File: config.mk
export PLATFORM = sky130hd
export DESIGN_NAME = bpmd_drive
export DESIGN_NICKNAME = d
export VERILOG_FILES = /design/src/hw/rtl/bpmd_pkg.sv /design/src/hw/rtl/bpmd_drive.sv
export SDC_FILE = /design/constraint.sdc
export NUM_CORES = 1
export LEC_CHECK = 0
export ABC_AREA = 0
export BUFFER_PORTS_ARGS = -buffer_cell sky130_fd_sc_hd__buf_4
export CORE_ASPECT_RATIO = 1.4
export CORE_UTILIZATION = 62
export DETAILED_ROUTE_END_ITERATION = 8
export PLACE_DENSITY = 0.88
export SLEW_MARGIN = 20
export SYNTH_ARGS = -nofsm -noshare
export SYNTH_HDL_FRONTEND = slang
export SYNTH_SLANG_ARGS = --single-unit
File: constraint.sdc
create_clock -name clk -period 17.2 [get_ports clk]
set_input_delay 3.44 -clock clk [delete_from_list [all_inputs] [get_ports clk]]
set_output_delay 3.44 -clock clk [all_outputs]
set_load 0.1 [all_outputs]
File: src/hw/rtl/bpmd_pkg.sv
// Shared types and constants of the balance PID motor drive.
`default_nettype none

package bpmd_pkg;

  // Field widths.
  localparam int ANGLE_W = 16;
  localparam int GAIN_W  = 16;
  localparam int SUM_W   = 32;
  localparam int CMP_W   = 10;
  localparam int MAG_W   = 7;
  localparam int DIFF_W  = ANGLE_W + 1;
  localparam int PROD_P_W = GAIN_W + 1 + ANGLE_W;
  localparam int PROD_I_W = GAIN_W + 1 + SUM_W;
  localparam int PROD_D_W = GAIN_W + 1 + DIFF_W;
  localparam int ACC_W   = PROD_I_W + 1;
  localparam int FRAC_W  = 16;
  localparam int QUOT_W  = ACC_W - FRAC_W;

  // Control law constants.
  localparam int SEPARATION_LIMIT = 18;
  localparam int SEPARATION_LOWER = SEPARATION_LIMIT - SEPARATION_LIMIT / 10;
  localparam int DRIVE_LIMIT = 400;
  localparam int OFFSET_A = 180;
  localparam int OFFSET_B = 179;

  // Register reset values.
  localparam logic [GAIN_W-1:0] PROP_GAIN_RST  = 16'd2432;
  localparam logic [GAIN_W-1:0] INTEG_GAIN_RST = 16'd256;
  localparam logic [GAIN_W-1:0] DERIV_GAIN_RST = 16'd18099;

  // Configuration register indexes.
  localparam int CFG_IDX_W = 2;
  typedef enum logic [CFG_IDX_W-1:0] {
    REG_PROP_GAIN  = 2'd0,
    REG_INTEG_GAIN = 2'd1,
    REG_DERIV_GAIN = 2'd2
  } bpmd_reg_t;

  // Gain set seen by the datapath.
  typedef struct packed {
    logic [GAIN_W-1:0] kp;
    logic [GAIN_W-1:0] ki;
    logic [GAIN_W-1:0] kd;
  } bpmd_gains_t;

  // Error stage payload.
  typedef struct packed {
    logic                     dead;
    logic                     weight;
    logic signed [ANGLE_W-1:0] err;
    logic signed [DIFF_W-1:0]  diff;
    logic signed [SUM_W-1:0]   sum;
  } bpmd_err_t;

  // Product stage payload.
  typedef struct packed {
    logic                       dead;
    logic signed [PROD_P_W-1:0] p;
    logic signed [PROD_I_W-1:0] i;
    logic signed [PROD_D_W-1:0] d;
  } bpmd_prod_t;

  // Result item.
  typedef struct packed {
    logic [CMP_W-1:0] cmp_ch1;
    logic [CMP_W-1:0] cmp_ch2;
    logic [CMP_W-1:0] cmp_ch3;
    logic [CMP_W-1:0] cmp_ch4;
    logic [CMP_W-1:0] drive_level;
    logic             in_deadband;
  } bpmd_result_t;

endpackage

`default_nettype wire

File: src/hw/rtl/bpmd_drive.sv
// Term sum, truncation and clamping, compare values and the output register.
`default_nettype none

module bpmd_drive (
  input  logic                   clk,
  input  logic                   rst_n,
  input  logic                   prod_valid,
  output logic                   prod_ready,
  input  bpmd_pkg::bpmd_prod_t   prod_data,
  output logic                   res_valid,
  input  logic                   res_ready,
  output bpmd_pkg::bpmd_result_t res_data
);
  import bpmd_pkg::*;

  localparam logic signed [QUOT_W-1:0] DL_POS = QUOT_W'(DRIVE_LIMIT);
  localparam logic signed [QUOT_W-1:0] DL_NEG = -DL_POS;

  logic                    v3_r;
  logic                    dead3_r;
  logic signed [ACC_W-1:0] acc_r;
  logic signed [ACC_W-1:0] acc_nxt;
  logic                    v4_r;
  bpmd_result_t            res_r;
  bpmd_result_t            res_nxt;
  logic [CMP_W-1:0]        last_level_r;

  logic                     ld4;
  logic signed [QUOT_W-1:0] quot;
  logic signed [QUOT_W-1:0] drv;
  logic                     drv_neg;
  logic [CMP_W-1:0]         mag;
  logic [CMP_W-1:0]         lvl_a;
  logic [CMP_W-1:0]         lvl_b;

  assign ld4        = !v4_r || res_ready;
  assign prod_ready = !v3_r || ld4;

  // Exact sum of the three terms in Q16.16.
  always_comb begin
    acc_nxt = ACC_W'(prod_data.p) + ACC_W'(prod_data.i) + ACC_W'(prod_data.d);
  end

  // Integer part truncated toward zero, then clamped.
  always_comb begin
    quot = acc_r[ACC_W-1:FRAC_W];
    if (acc_r[ACC_W-1] && (acc_r[FRAC_W-1:0] != '0)) begin
      quot = quot + QUOT_W'(1);
    end
    if (quot > DL_POS) begin
      drv = DL_POS;
    end else if (quot < DL_NEG) begin
      drv = DL_NEG;
    end else begin
      drv = quot;
    end
    drv_neg = drv[QUOT_W-1];
    mag     = drv_neg ? CMP_W'(-drv) : CMP_W'(drv);
    lvl_a   = CMP_W'({1'b0, mag} + (CMP_W+1)'(OFFSET_A));
    lvl_b   = CMP_W'({1'b0, mag} + (CMP_W+1)'(OFFSET_B));
  end

  // Result item; the deadband repeats the last level with all compares off.
  always_comb begin
    if (dead3_r) begin
      res_nxt.cmp_ch1     = '0;
      res_nxt.cmp_ch2     = '0;
      res_nxt.cmp_ch3     = '0;
      res_nxt.cmp_ch4     = '0;
      res_nxt.drive_level = last_level_r;
      res_nxt.in_deadband = 1'b1;
    end else begin
      res_nxt.cmp_ch1     = drv_neg ? lvl_a : '0;
      res_nxt.cmp_ch2     = drv_neg ? '0 : lvl_a;
      res_nxt.cmp_ch3     = drv_neg ? lvl_b : '0;
      res_nxt.cmp_ch4     = drv_neg ? '0 : lvl_b;
      res_nxt.drive_level = lvl_b;
      res_nxt.in_deadband = 1'b0;
    end
  end

  // Sum register.
  always_ff @(posedge clk) begin
    if (!rst_n) begin
      v3_r <= 1'b0;
    end else if (prod_ready) begin
      v3_r <= prod_valid;
    end
    if (prod_ready && prod_valid) begin
      acc_r   <= acc_nxt;
      dead3_r <= prod_data.dead;
    end
  end

  // Output register and last reported level.
  always_ff @(posedge clk) begin
    if (!rst_n) begin
      v4_r         <= 1'b0;
      last_level_r <= '0;
    end else if (ld4) begin
      v4_r <= v3_r;
      if (v3_r && !dead3_r) begin
        last_level_r <= lvl_b;
      end
    end
    if (ld4 && v3_r) begin
      res_r <= res_nxt;
    end
  end

  assign res_valid = v4_r;
  assign res_data  = res_r;

endmodule

`default_nettype wire

==> metrics.md <==
| Metric | Value |
|---|---|
| Crit-path slowest cell | `nor2b_1` |
| Arr. time, crit path | `4.23 ns` |
| Status | `finished clean` |
| Net Count, Synth | `1189` |
| Clk buf depth | `2` |
| CTS root buf | `clkbuf_16` |
| Switching power | `588 µW` |
| Final Util | `76.8%` |
| Largest net degree at the start of global routing | `53` |
| Postcts setup bufs | `0` |
| Die area | `0.0157 mm²` |
| R2R Setup Slk | `10.08 ns` |
| Worst path most repeated cell | `buf_4` |
| CP endpoint kind | `output pin` |
| Cts hold-fix bufs | `0` |
| CP peak stage delay | `0.30 ns` |
| Nets | `1356` |
| Commonest non-fill, non-tap cell in the layout | `buf_4` |
| Type of the worst min-delay path | `flop to flop` |
| Clock power frac | `23.7%` |
| Pwr dens | `122 mW/mm²` |
| Placed insts | `1305` |
| Synthesized area | `0.00945 mm²` |
| Post-synth EDFFs | `102` |
| Core area | `0.0149 mm²` |
| Remaining DRCs | `0` |
| Met3 Wirelength | `917 µm` |
| Slew @ Worst Pin | `0.997 ns` |
| GPL Wtd Cong | `0.928` |
| Share of cells above drive strength 1 | `20.1%` |
| I/O Pins | `174` |
| Reg2reg start | `acc_r[16]` |
| Critical Path Fanout Max | `4` |
| Total track usage | `29.0%` |
| Yosys cell types | `76` |
| Worst-path cell chain | `buf_4, nor2b_1, nand2_1, buf_4` |
| Slew HR | `33.4%` |
| Leak Pwr | `0.00462 µW` |
| Total gr overflow | `0` |
| CTS Buf Count | `17` |
| Post-detailed-route count of antenna-violating nets | `0` |
| CP Launch Point | `res_ready` |
| Worst VDD drop | `0.0766 mV` |
| RSZ-0062 raised after global routing | `no` |
| Fin cells | `1337` |
| Fin. max-slew vios | `0` |
| Final Hold Fails | `0` |
| Fill cells | `1001` |
| Height of the chip | `148 µm` |
| Htree depth | `4` |
| First-pass GRT wire length | `36.8 mm` |
| CP Class | `input port to output pin` |
| Int Pwr | `813 µW` |
| Clock transition at the registers of the reported paths | `0.05 ns` |
| Detailed Route WL | `21.8 mm` |
| Met1 WL | `8.04 mm` |
| # setup viols final | `0` |
| Worst r2r dst | `res_data[10]` |
| Crit path capture | `prod_ready` |
| Yosys reg bits | `114` |
| Drt first pass iters | `6` |
| # rows | `53` |
| Reg2reg path depth | `22` |
| Final period util | `44.6%` |
| Crit start category | `input port` |
| Synth Area per Inst | `9.79 µm²` |
| Sequential share of the synthesized area | `35.0%` |
| Comb power frac | `46.3%` |
| Commonest cells after routing, fill and taps aside | `buf_4 (176), edfxtp_1 (102), nor2_1 (97)` |
| Crit path required time | `13.76 ns` |
| Sw Share | `42.0%` |
| Post-Syn Instances | `965` |
| Tmin final | `7.67 ns` |
| Synth async-reset ratio | `0%` |
| Synth warn | `0` |
| CTS tree | `done` |
| Clock sink count | `114` |
| Initial Utilization | `63.3%` |
| Synthesis-to-layout area growth | `21.3%` |
| Met2 wire len | `12.0 mm` |
| First DRT Iteration DRCs | `461` |
| Synth Flop Type | `edfxtp_1` |
| Max Clock Freq | `130 MHz` |
| Antenna violations before repair | `0` |
| Post-CTS Resized | `0` |
| Multi-input logic area | `0.00591 mm²` |
| Sequential share of power | `30.0%` |
| N_diodes | `0` |
| Worst-skew pair later-pin latency | `0.42 ns` |
| Fin Clk Skew | `0.00572 ns` |
| Die Wd | `106 µm` |
| Max-cap violation count | `0` |
| DP HPWL | `16.5 mm` |
| Top Layer Used | `met4` |
| Setup tns final | `0 ns` |
| FF/Latch Area | `0.00330 mm²` |
| Routed vias | `8250` |
| Dpl ws | `9.54 ns` |
| Vias in the first global route | `8228` |
| Via/cell ratio | `6.17` |
| Final worst setup slack | `9.53 ns` |
| Port bufs | `173` |
| Wire per inst | `16.3 µm` |
kinds of logic (layout without fill, tap and decap cells):
family / count (synthesis) / count (layout) / share of synthesized area, %
adder cells (fa/ha/maj): 103 / 103 / 17.6
multiplexers: 11 / 11 / 1.19
AND/OR/NAND/NOR: 346 / 346 / 18.8
AO/OA/AOI/OAI: 257 / 257 / 18.1
buffers and inverters: 63 / 243 / 2.62
flip-flops: 114 / 114 / 35.0
XOR/XNOR: 71 / 71 / 6.66
Yosys cell counts (5+ instances only):
cell | number | share of area, %
clkbuf_1 | 17 | 0.68
o21a_1 | 11 | 0.87
xnor2_1 | 44 | 4.1
and2_1 | 8 | 0.53
nor2_1 | 97 | 3.9
nor2b_1 | 15 | 0.99
dfxtp_1 | 12 | 2.5
and3_1 | 15 | 0.99
nand2b_1 | 19 | 1.3
nand4_1 | 20 | 1.3
nand2_1 | 65 | 2.6
nor3_1 | 21 | 1.1
fa_1 | 50 | 11
xor2_1 | 26 | 2.4
a31oi_1 | 9 | 0.60
buf_2 | 9 | 0.48
a21o_1 | 25 | 2.0
a21oi_1 | 66 | 3.5
o31ai_1 | 7 | 0.56
o21bai_1 | 5 | 0.40
nor4_1 | 5 | 0.33
o21ai_0 | 58 | 3.1
edfxtp_1 | 102 | 32
inv_1 | 35 | 1.4
mux2i_1 | 9 | 0.95
a211oi_1 | 9 | 0.72
nand3_1 | 26 | 1.4
a211o_1 | 6 | 0.56
or4_1 | 10 | 0.79
ha_1 | 53 | 7.0
nand4b_1 | 5 | 0.46
a21boi_0 | 6 | 0.48
a41oi_1 | 5 | 0.46
or3_1 | 18 | 1.2
metrics by stage:
stage	total power (µW)	area, µm²	hold WS [ns]
2_1_floorplan	904	9450	0.449
3_3_place_gp	1040	10900	0.457
3_5_place_dp	1060	10900	0.463
4_1_cts	1400	11500	0.472
5_1_grt	1480	11500	0.503
6_report	1400	11500	0.476
sequential cells by signal (all words and copies together) (netlist names):
name,cells
acc_r,50
dead3_r,1
last_level_r,10
res_data,51
res_valid,1
v3_r,1
worst min-delay path by stage:
stage	slack (ns)	end	start	cells after the start
2_1_floorplan	0.45	last_level_r[2]	last_level_r[2]	2
3_3_place_gp	0.46	last_level_r[7]	last_level_r[7]	2
3_5_place_dp	0.46	last_level_r[5]	last_level_r[5]	2
4_1_cts	0.47	last_level_r[3]	last_level_r[3]	2
5_1_grt	0.50	last_level_r[3]	last_level_r[3]	2
6_report	0.48	last_level_r[3]	last_level_r[3]	2
area by class of cell:
cell class                      instances  area share [%]
Inverter                               35            1.15
Multi-Input combinational cell        788            51.5
Tap cell                              192            2.10
Timing Repair Buffer                  176            11.5
Clock buffer                           17            3.71
Clock inverter                         15            1.17
Sequential cell                       114            28.8
metal layers:
metal,up-vias,global-route usage (%)
li1,3944,-
met1,3917,30.8
met2,310,54.4
met3,79,4.56
met4,0,15.1
met5,-,0
worst max-delay path, delay by kind of cell:
family        cells  cell delay, ns
buf+inv           2            0.36
simple gates      2            0.43
power by group through the flow:
stage	clock, µW	sequential (µW)	combinational, µW
2_1_floorplan	0	489	415
3_3_place_gp	0	420	617
3_5_place_dp	0	423	636
4_1_cts	333	419	644
5_1_grt	345	426	710
6_report	332	420	649
No activity file was read; power rests on OpenSTA's default activity.
