<file path="src/hw/rtl/bpmd_pkg.sv">
// Shared types and constants of the balance PID motor drive.
`default_nettype none

package bpmd_pkg;

  // Field widths.
  localparam int ANGLE_W = 16;
  localparam int GAIN_W  = 16;
  localparam int SUM_W   = 32;
  localparam int CMP_W   = 10;
  localparam int MAG_W   = 7;
  localparam int DIFF_W  = ANGLE_W + 1;
  localparam int PROD_P_W = GAIN_W + 1 + ANGLE_W;
  localparam int PROD_I_W = GAIN_W + 1 + SUM_W;
  localparam int PROD_D_W = GAIN_W + 1 + DIFF_W;
  localparam int ACC_W   = PROD_I_W + 1;
  localparam int FRAC_W  = 16;
  localparam int QUOT_W  = ACC_W - FRAC_W;

  // Control law constants.
  localparam int SEPARATION_LIMIT = 18;
  localparam int SEPARATION_LOWER = SEPARATION_LIMIT - SEPARATION_LIMIT / 10;
  localparam int DRIVE_LIMIT = 400;
  localparam int OFFSET_A = 180;
  localparam int OFFSET_B = 179;

  // Register reset values.
  localparam logic [GAIN_W-1:0] PROP_GAIN_RST  = 16'd2432;
  localparam logic [GAIN_W-1:0] INTEG_GAIN_RST = 16'd256;
  localparam logic [GAIN_W-1:0] DERIV_GAIN_RST = 16'd18099;

  // Configuration register indexes.
  localparam int CFG_IDX_W = 2;
  typedef enum logic [CFG_IDX_W-1:0] {
    REG_PROP_GAIN  = 2'd0,
    REG_INTEG_GAIN = 2'd1,
    REG_DERIV_GAIN = 2'd2
  } bpmd_reg_t;

  // Gain set seen by the datapath.
  typedef struct packed {
    logic [GAIN_W-1:0] kp;
    logic [GAIN_W-1:0] ki;
    logic [GAIN_W-1:0] kd;
  } bpmd_gains_t;

  // Error stage payload.
  typedef struct packed {
    logic                     dead;
    logic                     weight;
    logic signed [ANGLE_W-1:0] err;
    logic signed [DIFF_W-1:0]  diff;
    logic signed [SUM_W-1:0]   sum;
  } bpmd_err_t;

  // Product stage payload.
  typedef struct packed {
    logic                       dead;
    logic signed [PROD_P_W-1:0] p;
    logic signed [PROD_I_W-1:0] i;
    logic signed [PROD_D_W-1:0] d;
  } bpmd_prod_t;

  // Result item.
  typedef struct packed {
    logic [CMP_W-1:0] cmp_ch1;
    logic [CMP_W-1:0] cmp_ch2;
    logic [CMP_W-1:0] cmp_ch3;
    logic [CMP_W-1:0] cmp_ch4;
    logic [CMP_W-1:0] drive_level;
    logic             in_deadband;
  } bpmd_result_t;

endpackage

`default_nettype wire

</file>
<file path="src/hw/rtl/bpmd_front.sv">
// Input register, error forming, integral separation and controller state.
`default_nettype none

module bpmd_front (
  input  logic                           clk,
  input  logic                           rst_n,
  input  logic                           in_valid,
  output logic                           in_ready,
  input  logic signed [bpmd_pkg::ANGLE_W-1:0] in_angle,
  output logic                           err_valid,
  input  logic                           err_ready,
  output bpmd_pkg::bpmd_err_t            err_data
);
  import bpmd_pkg::*;

  logic                      v0_r;
  logic signed [ANGLE_W-1:0] tilt_r;
  logic                      v1_r;
  bpmd_err_t                 st1_r;
  bpmd_err_t                 st1_nxt;
  logic signed [ANGLE_W-1:0] prev_error_r;
  logic signed [SUM_W-1:0]   error_sum_r;
  logic signed [SUM_W-1:0]   error_sum_nxt;

  logic                      ld1;
  logic signed [ANGLE_W:0]   neg_angle;
  logic signed [ANGLE_W-1:0] err;
  logic [ANGLE_W-1:0]        abs_err;
  logic [MAG_W-1:0]          mag;
  logic                      dead;
  logic                      above_limit;
  logic                      small_err;
  logic                      add_en;
  logic signed [SUM_W:0]     sum_wide;

  assign ld1      = !v1_r || err_ready;
  assign in_ready = !v0_r || ld1;

  // Error is the negated angle; the single unrepresentable case saturates.
  always_comb begin
    neg_angle = -{tilt_r[ANGLE_W-1], tilt_r};
    if (neg_angle > $signed({2'b00, {(ANGLE_W-1){1'b1}}})) begin
      err = {1'b0, {(ANGLE_W-1){1'b1}}};
    end else begin
      err = neg_angle[ANGLE_W-1:0];
    end
    abs_err     = err[ANGLE_W-1] ? ANGLE_W'(-err) : ANGLE_W'(err);
    mag         = abs_err[ANGLE_W-2:8];
    dead        = (mag == '0);
    above_limit = (mag > MAG_W'(SEPARATION_LIMIT));
    small_err   = (mag < MAG_W'(SEPARATION_LOWER));
    add_en      = !dead && !above_limit;
  end

  // Saturating integral update.
  always_comb begin
    sum_wide = {error_sum_r[SUM_W-1], error_sum_r}
             + {{(SUM_W-ANGLE_W+1){err[ANGLE_W-1]}}, err};
    if (sum_wide[SUM_W] != sum_wide[SUM_W-1]) begin
      error_sum_nxt = sum_wide[SUM_W] ? {1'b1, {(SUM_W-1){1'b0}}}
                                      : {1'b0, {(SUM_W-1){1'b1}}};
    end else begin
      error_sum_nxt = sum_wide[SUM_W-1:0];
    end
  end

  // Payload for the product stage.
  always_comb begin
    st1_nxt.dead   = dead;
    st1_nxt.weight = small_err;
    st1_nxt.err    = err;
    st1_nxt.diff   = {err[ANGLE_W-1], err} - {prev_error_r[ANGLE_W-1], prev_error_r};
    st1_nxt.sum    = add_en ? error_sum_nxt : error_sum_r;
  end

  // Input register.
  always_ff @(posedge clk) begin
    if (!rst_n) begin
      v0_r <= 1'b0;
    end else if (in_valid && in_ready) begin
      v0_r <= 1'b1;
    end else if (ld1) begin
      v0_r <= 1'b0;
    end
    if (in_valid && in_ready) begin
      tilt_r <= in_angle;
    end
  end

  // Error register and controller state; items pass here in order.
  always_ff @(posedge clk) begin
    if (!rst_n) begin
      v1_r         <= 1'b0;
      prev_error_r <= '0;
      error_sum_r  <= '0;
    end else if (ld1) begin
      v1_r <= v0_r;
      if (v0_r && !dead) begin
        prev_error_r <= err;
      end
      if (v0_r && add_en) begin
        error_sum_r <= error_sum_nxt;
      end
    end
    if (ld1 && v0_r) begin
      st1_r <= st1_nxt;
    end
  end

  assign err_valid = v1_r;
  assign err_data  = st1_r;

endmodule

`default_nettype wire

</file>
<file path="config.mk">
export PLATFORM = sky130hd
export DESIGN_NAME = bpmd_front
export DESIGN_NICKNAME = d
export VERILOG_FILES = /design/src/hw/rtl/bpmd_pkg.sv /design/src/hw/rtl/bpmd_front.sv
export SDC_FILE = /design/constraint.sdc
export NUM_CORES = 1
export LEC_CHECK = 0
export ABC_CLOCK_PERIOD_IN_PS = 6700
export BUFFER_PORTS_ARGS = -buffer_cell sky130_fd_sc_hd__buf_2
export CAP_MARGIN = 0
export CORE_UTILIZATION = 62
export CTS_BUF_LIST = sky130_fd_sc_hd__clkbuf_4
export DETAILED_ROUTE_END_ITERATION = 10
export GPL_ROUTABILITY_DRIVEN = 1
export PLACE_DENSITY = 0.83
export SETUP_SLACK_MARGIN = 0.5
export SLEW_MARGIN = 25
export SYNTH_ARGS = -nofsm -noshare
export SYNTH_HDL_FRONTEND = slang
export SYNTH_SLANG_ARGS = --single-unit
</file>
<file path="constraint.sdc">
create_clock -name clk -period 6.7 [get_ports clk]
set_input_delay 1.005 -clock clk [delete_from_list [all_inputs] [get_ports clk]]
set_output_delay 1.005 -clock clk [all_outputs]
set_load 0.02 [all_outputs]
</file>
==> results.py <==
metrics = {
    "worst_setup_path": {
        "max_stage_delay_ns": 0.50,
        "reg2reg_from": "tilt_r[1]",
        "path_common_cell": "a21o_1",
        "path_cells": "inv_1 -> ha_4 -> or3b_2 -> o21ai_0 -> nand2_2 -> nor2_2 -> a21oi_4 -> nand2b_1 -> ha_1 -> a21o_1 -> a21o_1 -> a21o_1 -> maj3_2 -> a41o_1 -> maj3_2 -> a31o_4 -> a31o_2 -> a221oi_4 -> or4b_1 -> o2111ai_1",
        "crit_start": "tilt_r[1]",
        "cp_data_required_time_ns": 7.11,
        "r2r_setup_slack_ns": 0.73,
        "critPathMaxFanout": 11,
        "worst_r2r_path_depth": 20,
        "slowest_stage": "or3b_2",
        "critPathCaptureType": "flip-flop",
        "arrival_ns": 6.38,
        "reg2reg_to": "err_data[28]",
        "path_class": "flip-flop to flip-flop",
        "startpoint_type": "flip-flop",
        "worstSetupEndpoint": "err_data[28]",
    },
    "finish": {
        "stdcell_count": 1231,
        "num-nets-final": 1084,
        "layout-drive-gt1-share_pct": 17.14,
        "syn_to_final_growth_pct": 11.70,
    },
    "synthesis": {
        "syn_area_um2": 8584,
        "synth_commonest_cells": "99 x nor2_1, 83 x edfxtp_1, 77 x nand2_1, 66 x a21oi_1, 54 x nand3_1",
        "synth_top_area_cell": "edfxtp_1",
        "synth_cells": 968,
        "ys_ff_latch": 133,
        "ys_async_sr_fraction_pct": 0,
        "seq_area_frac_synth_pct": 40.69,
        "synth_warnings": 0,
        "synth_cell_type_count": 84,
        "synthTopCellsByArea": "edfxtp_1 29%, dfxtp_1 12%, nor2_1 4.3%",
        "synth_edf_count": 83,
        "yosys_most_used_dff": "edfxtp_1",
        "yosysMostFrequentCell": "nor2_1",
        "synth_top_area_share_pct": 29.03,
        "synth_nets": 1015,
        "avgSynthCellArea_um2": 8.868,
    },
    "run_status": {
        "status": "completed",
    },
    "place": {
        "dp_hpwl_mm": 15.68,
        "port_buffers": 88,
        "globalplace.congestion": 0.9321,
        "place_inst": 1188,
    },
    "sta": {
        "finalSetupViolCount": 0,
        "period_share_pct": 89.10,
        "slew_violations": 0,
        "finalHoldViolCount": 0,
        "fin_setup_tns_ns": 0,
        "relSlewSlack_pct": 39.63,
        "rsz0062_at_grt": "no",
        "final.setup_skew_ns": 0.02824,
        "fin_crit_ns": 5.970,
        "fmax_mhz": 167.5,
        "tightest_slew_ns": 0.9055,
    },
    "floorplan": {
        "die_w_um": 119.7,
        "std_cell_rows": 42,
        "die_h_um": 119.7,
        "core_area_um2": 13350,
        "initial_core_util_pct": 64.31,
        "die_area_um2": 14320,
        "io_pins": 89,
    },
    "routing": {
        "remaining_drc_errors": 0,
        "initialDrtViolationCount": 932,
        "drtPass1Iterations": 6,
        "vias_per_cell": 6.365,
        "drtAntennaViolNets": 0,
        "vias": 7835,
        "wl_per_cell_um": 18.20,
        "routed_wl_mm": 22.40,
    },
    "grt": {
        "antenna_found_initial": 1,
        "grt_max_degree": 69,
        "grt_usage_pct": 31.96,
        "globalRouteOverflowTotal": 0,
        "grt_pass1_vias": 7136,
        "grt_pass1_wl_mm": 35.91,
    },
    "clock_network": {
        "cts.path.max_buffers": 2,
        "cts_root_buffer": "clkbuf_4",
        "ctsHoldBuffers": 0,
        "htreeDepth": 4,
        "cts_buffers": 17,
        "cts_sinks": 133,
        "clock_latency_ns": 0.57,
        "path_clk_slew_ns": 0.13,
        "cts_tree": "built",
    },
    "power_and_ir_drop": {
        "p_leak_uw": 0.003757,
        "ir_drop_uv": 123.0,
        "power_density_nw_per_um2": 224.6,
    },
    "worst_hold_path": {
        "min_path_type": "flip-flop to flip-flop",
    },
    "run": {
        "cap_viol_max_count": 0,
    },
}
## critical path, delay by kind of cell, from the launching register on
family / cells / cell delay, ns
compound gates: 10 / 2.41
fa+ha+maj: 4 / 1.15
buf+inv: 1 / 0.18
flops: 1 / 0.47
simple gates: 5 / 1.61
## registers in the layout (all words and copies together) (netlist names)
signal / cells
v0_r: 1
error_sum_r: 32
tilt_r: 16
prev_error_r: 16
err_valid: 1
err_data: 67
## cell families after synthesis
| group | count (synthesis) | synth area share, % |
|---|---|---|
| buffers and inverters | 109 | 5.072 |
| multiplexers | 15 | 1.778 |
| flip-flops | 133 | 40.69 |
| XOR/XNOR | 54 | 5.670 |
| adder cells (fa/ha/maj) | 36 | 5.189 |
| AND/OR/NAND/NOR | 360 | 20.80 |
| AO/OA/AOI/OAI | 261 | 20.80 |
## how the worst min path moves through the flow
stage,from,to,cells past startpoint
2_1_floorplan,prev_error_r[3],prev_error_r[3],2
4_1_cts,prev_error_r[14],prev_error_r[14],2
6_report,prev_error_r[3],prev_error_r[3],2
3_5_place_dp,prev_error_r[6],prev_error_r[6],2
3_3_place_gp,prev_error_r[3],prev_error_r[3],2
5_1_grt,prev_error_r[3],prev_error_r[3],2
## power by group
part	total (uW)	internal [uW]	switching, uW	leakage (uW)
Combinational	552	205	347	0.00240
Sequential	985	940	45.5	0.00120
Clock	616	304	312	0.000163
## routing by layer
metal,GRT usage (%),vias up,wire [um]
met5,0,-,0
met4,13.75,0,604
met3,5.798,48,1917
met2,48.70,452,9990
met1,44.60,3592,9890
li1,-,3743,-
## through the flow
step / setup slack (ns) / util (%) / area [um^2] / total power [uW] / hold slack [ns]
detailed placement: 0.3495 / 68.53 / 9148 / 1531 / 0.4894
global route: 0.4448 / 71.84 / 9589 / 2250 / 0.5364
finish: 0.7303 / 71.84 / 9589 / 2153 / 0.5128
floorplan: 0.9508 / - / 8584 / 1393 / 0.4604
CTS: 0.5406 / 71.02 / 9479 / 2139 / 0.5161
global placement: 0.5572 / 68.53 / 9148 / 1517 / 0.4756
## final cells by class
| cell class | count | area [um^2] |
|---|---|---|
| timing repair buffer | 115 | 654.4 |
| sequential | 133 | 3493 |
| clock buffer | 19 | 142.6 |
| fill | 1063 | 3759 |
| antenna | 5 | 12.51 |
| multi-input combinational | 726 | 4720 |
| tap | 176 | 220.2 |
| clock inverter | 13 | 181.4 |
| inverter | 44 | 165.2 |
## repair_timing
item                       in CTS  in global routing
pin swaps                       0                  4
resized for setup               2                 12
setup buffers                   0                  6
setup endpoints to repair      41                 63
## cells in the final DEF, fill, tap and decap left out, drive strengths merged, types with 5 or more instances in the layout
cell / Yosys / final
buf: 15 / 115
nor2: 100 / 100
edfxtp: 83 / 83
nand2: 77 / 77
a21oi: 67 / 67
nand3: 54 / 54
o21ai: 54 / 54
dfxtp: 50 / 50
inv: 43 / 45
xnor2: 39 / 39
ha: 25 / 25
nand4: 23 / 23
nor3: 20 / 20
clkbuf: 50 / 19
o211ai: 16 / 16
xor2: 14 / 14
a211oi: 14 / 14
nor4: 13 / 13
mux2i: 13 / 13
a31oi: 13 / 13
a21o: 11 / 11
o2111ai: 10 / 10
nor2b: 10 / 10
and3: 10 / 10
or4: 10 / 10
maj3: 9 / 9
nand2b: 8 / 8
and2: 8 / 8
o31ai: 7 / 7
o21a: 7 / 7
o21bai: 7 / 7
or3: 6 / 6
diode: 0 / 5
o211a: 5 / 5
a22oi: 5 / 5
nor3b: 5 / 5
a311oi: 5 / 5
(Power assumes the default switching activity.)
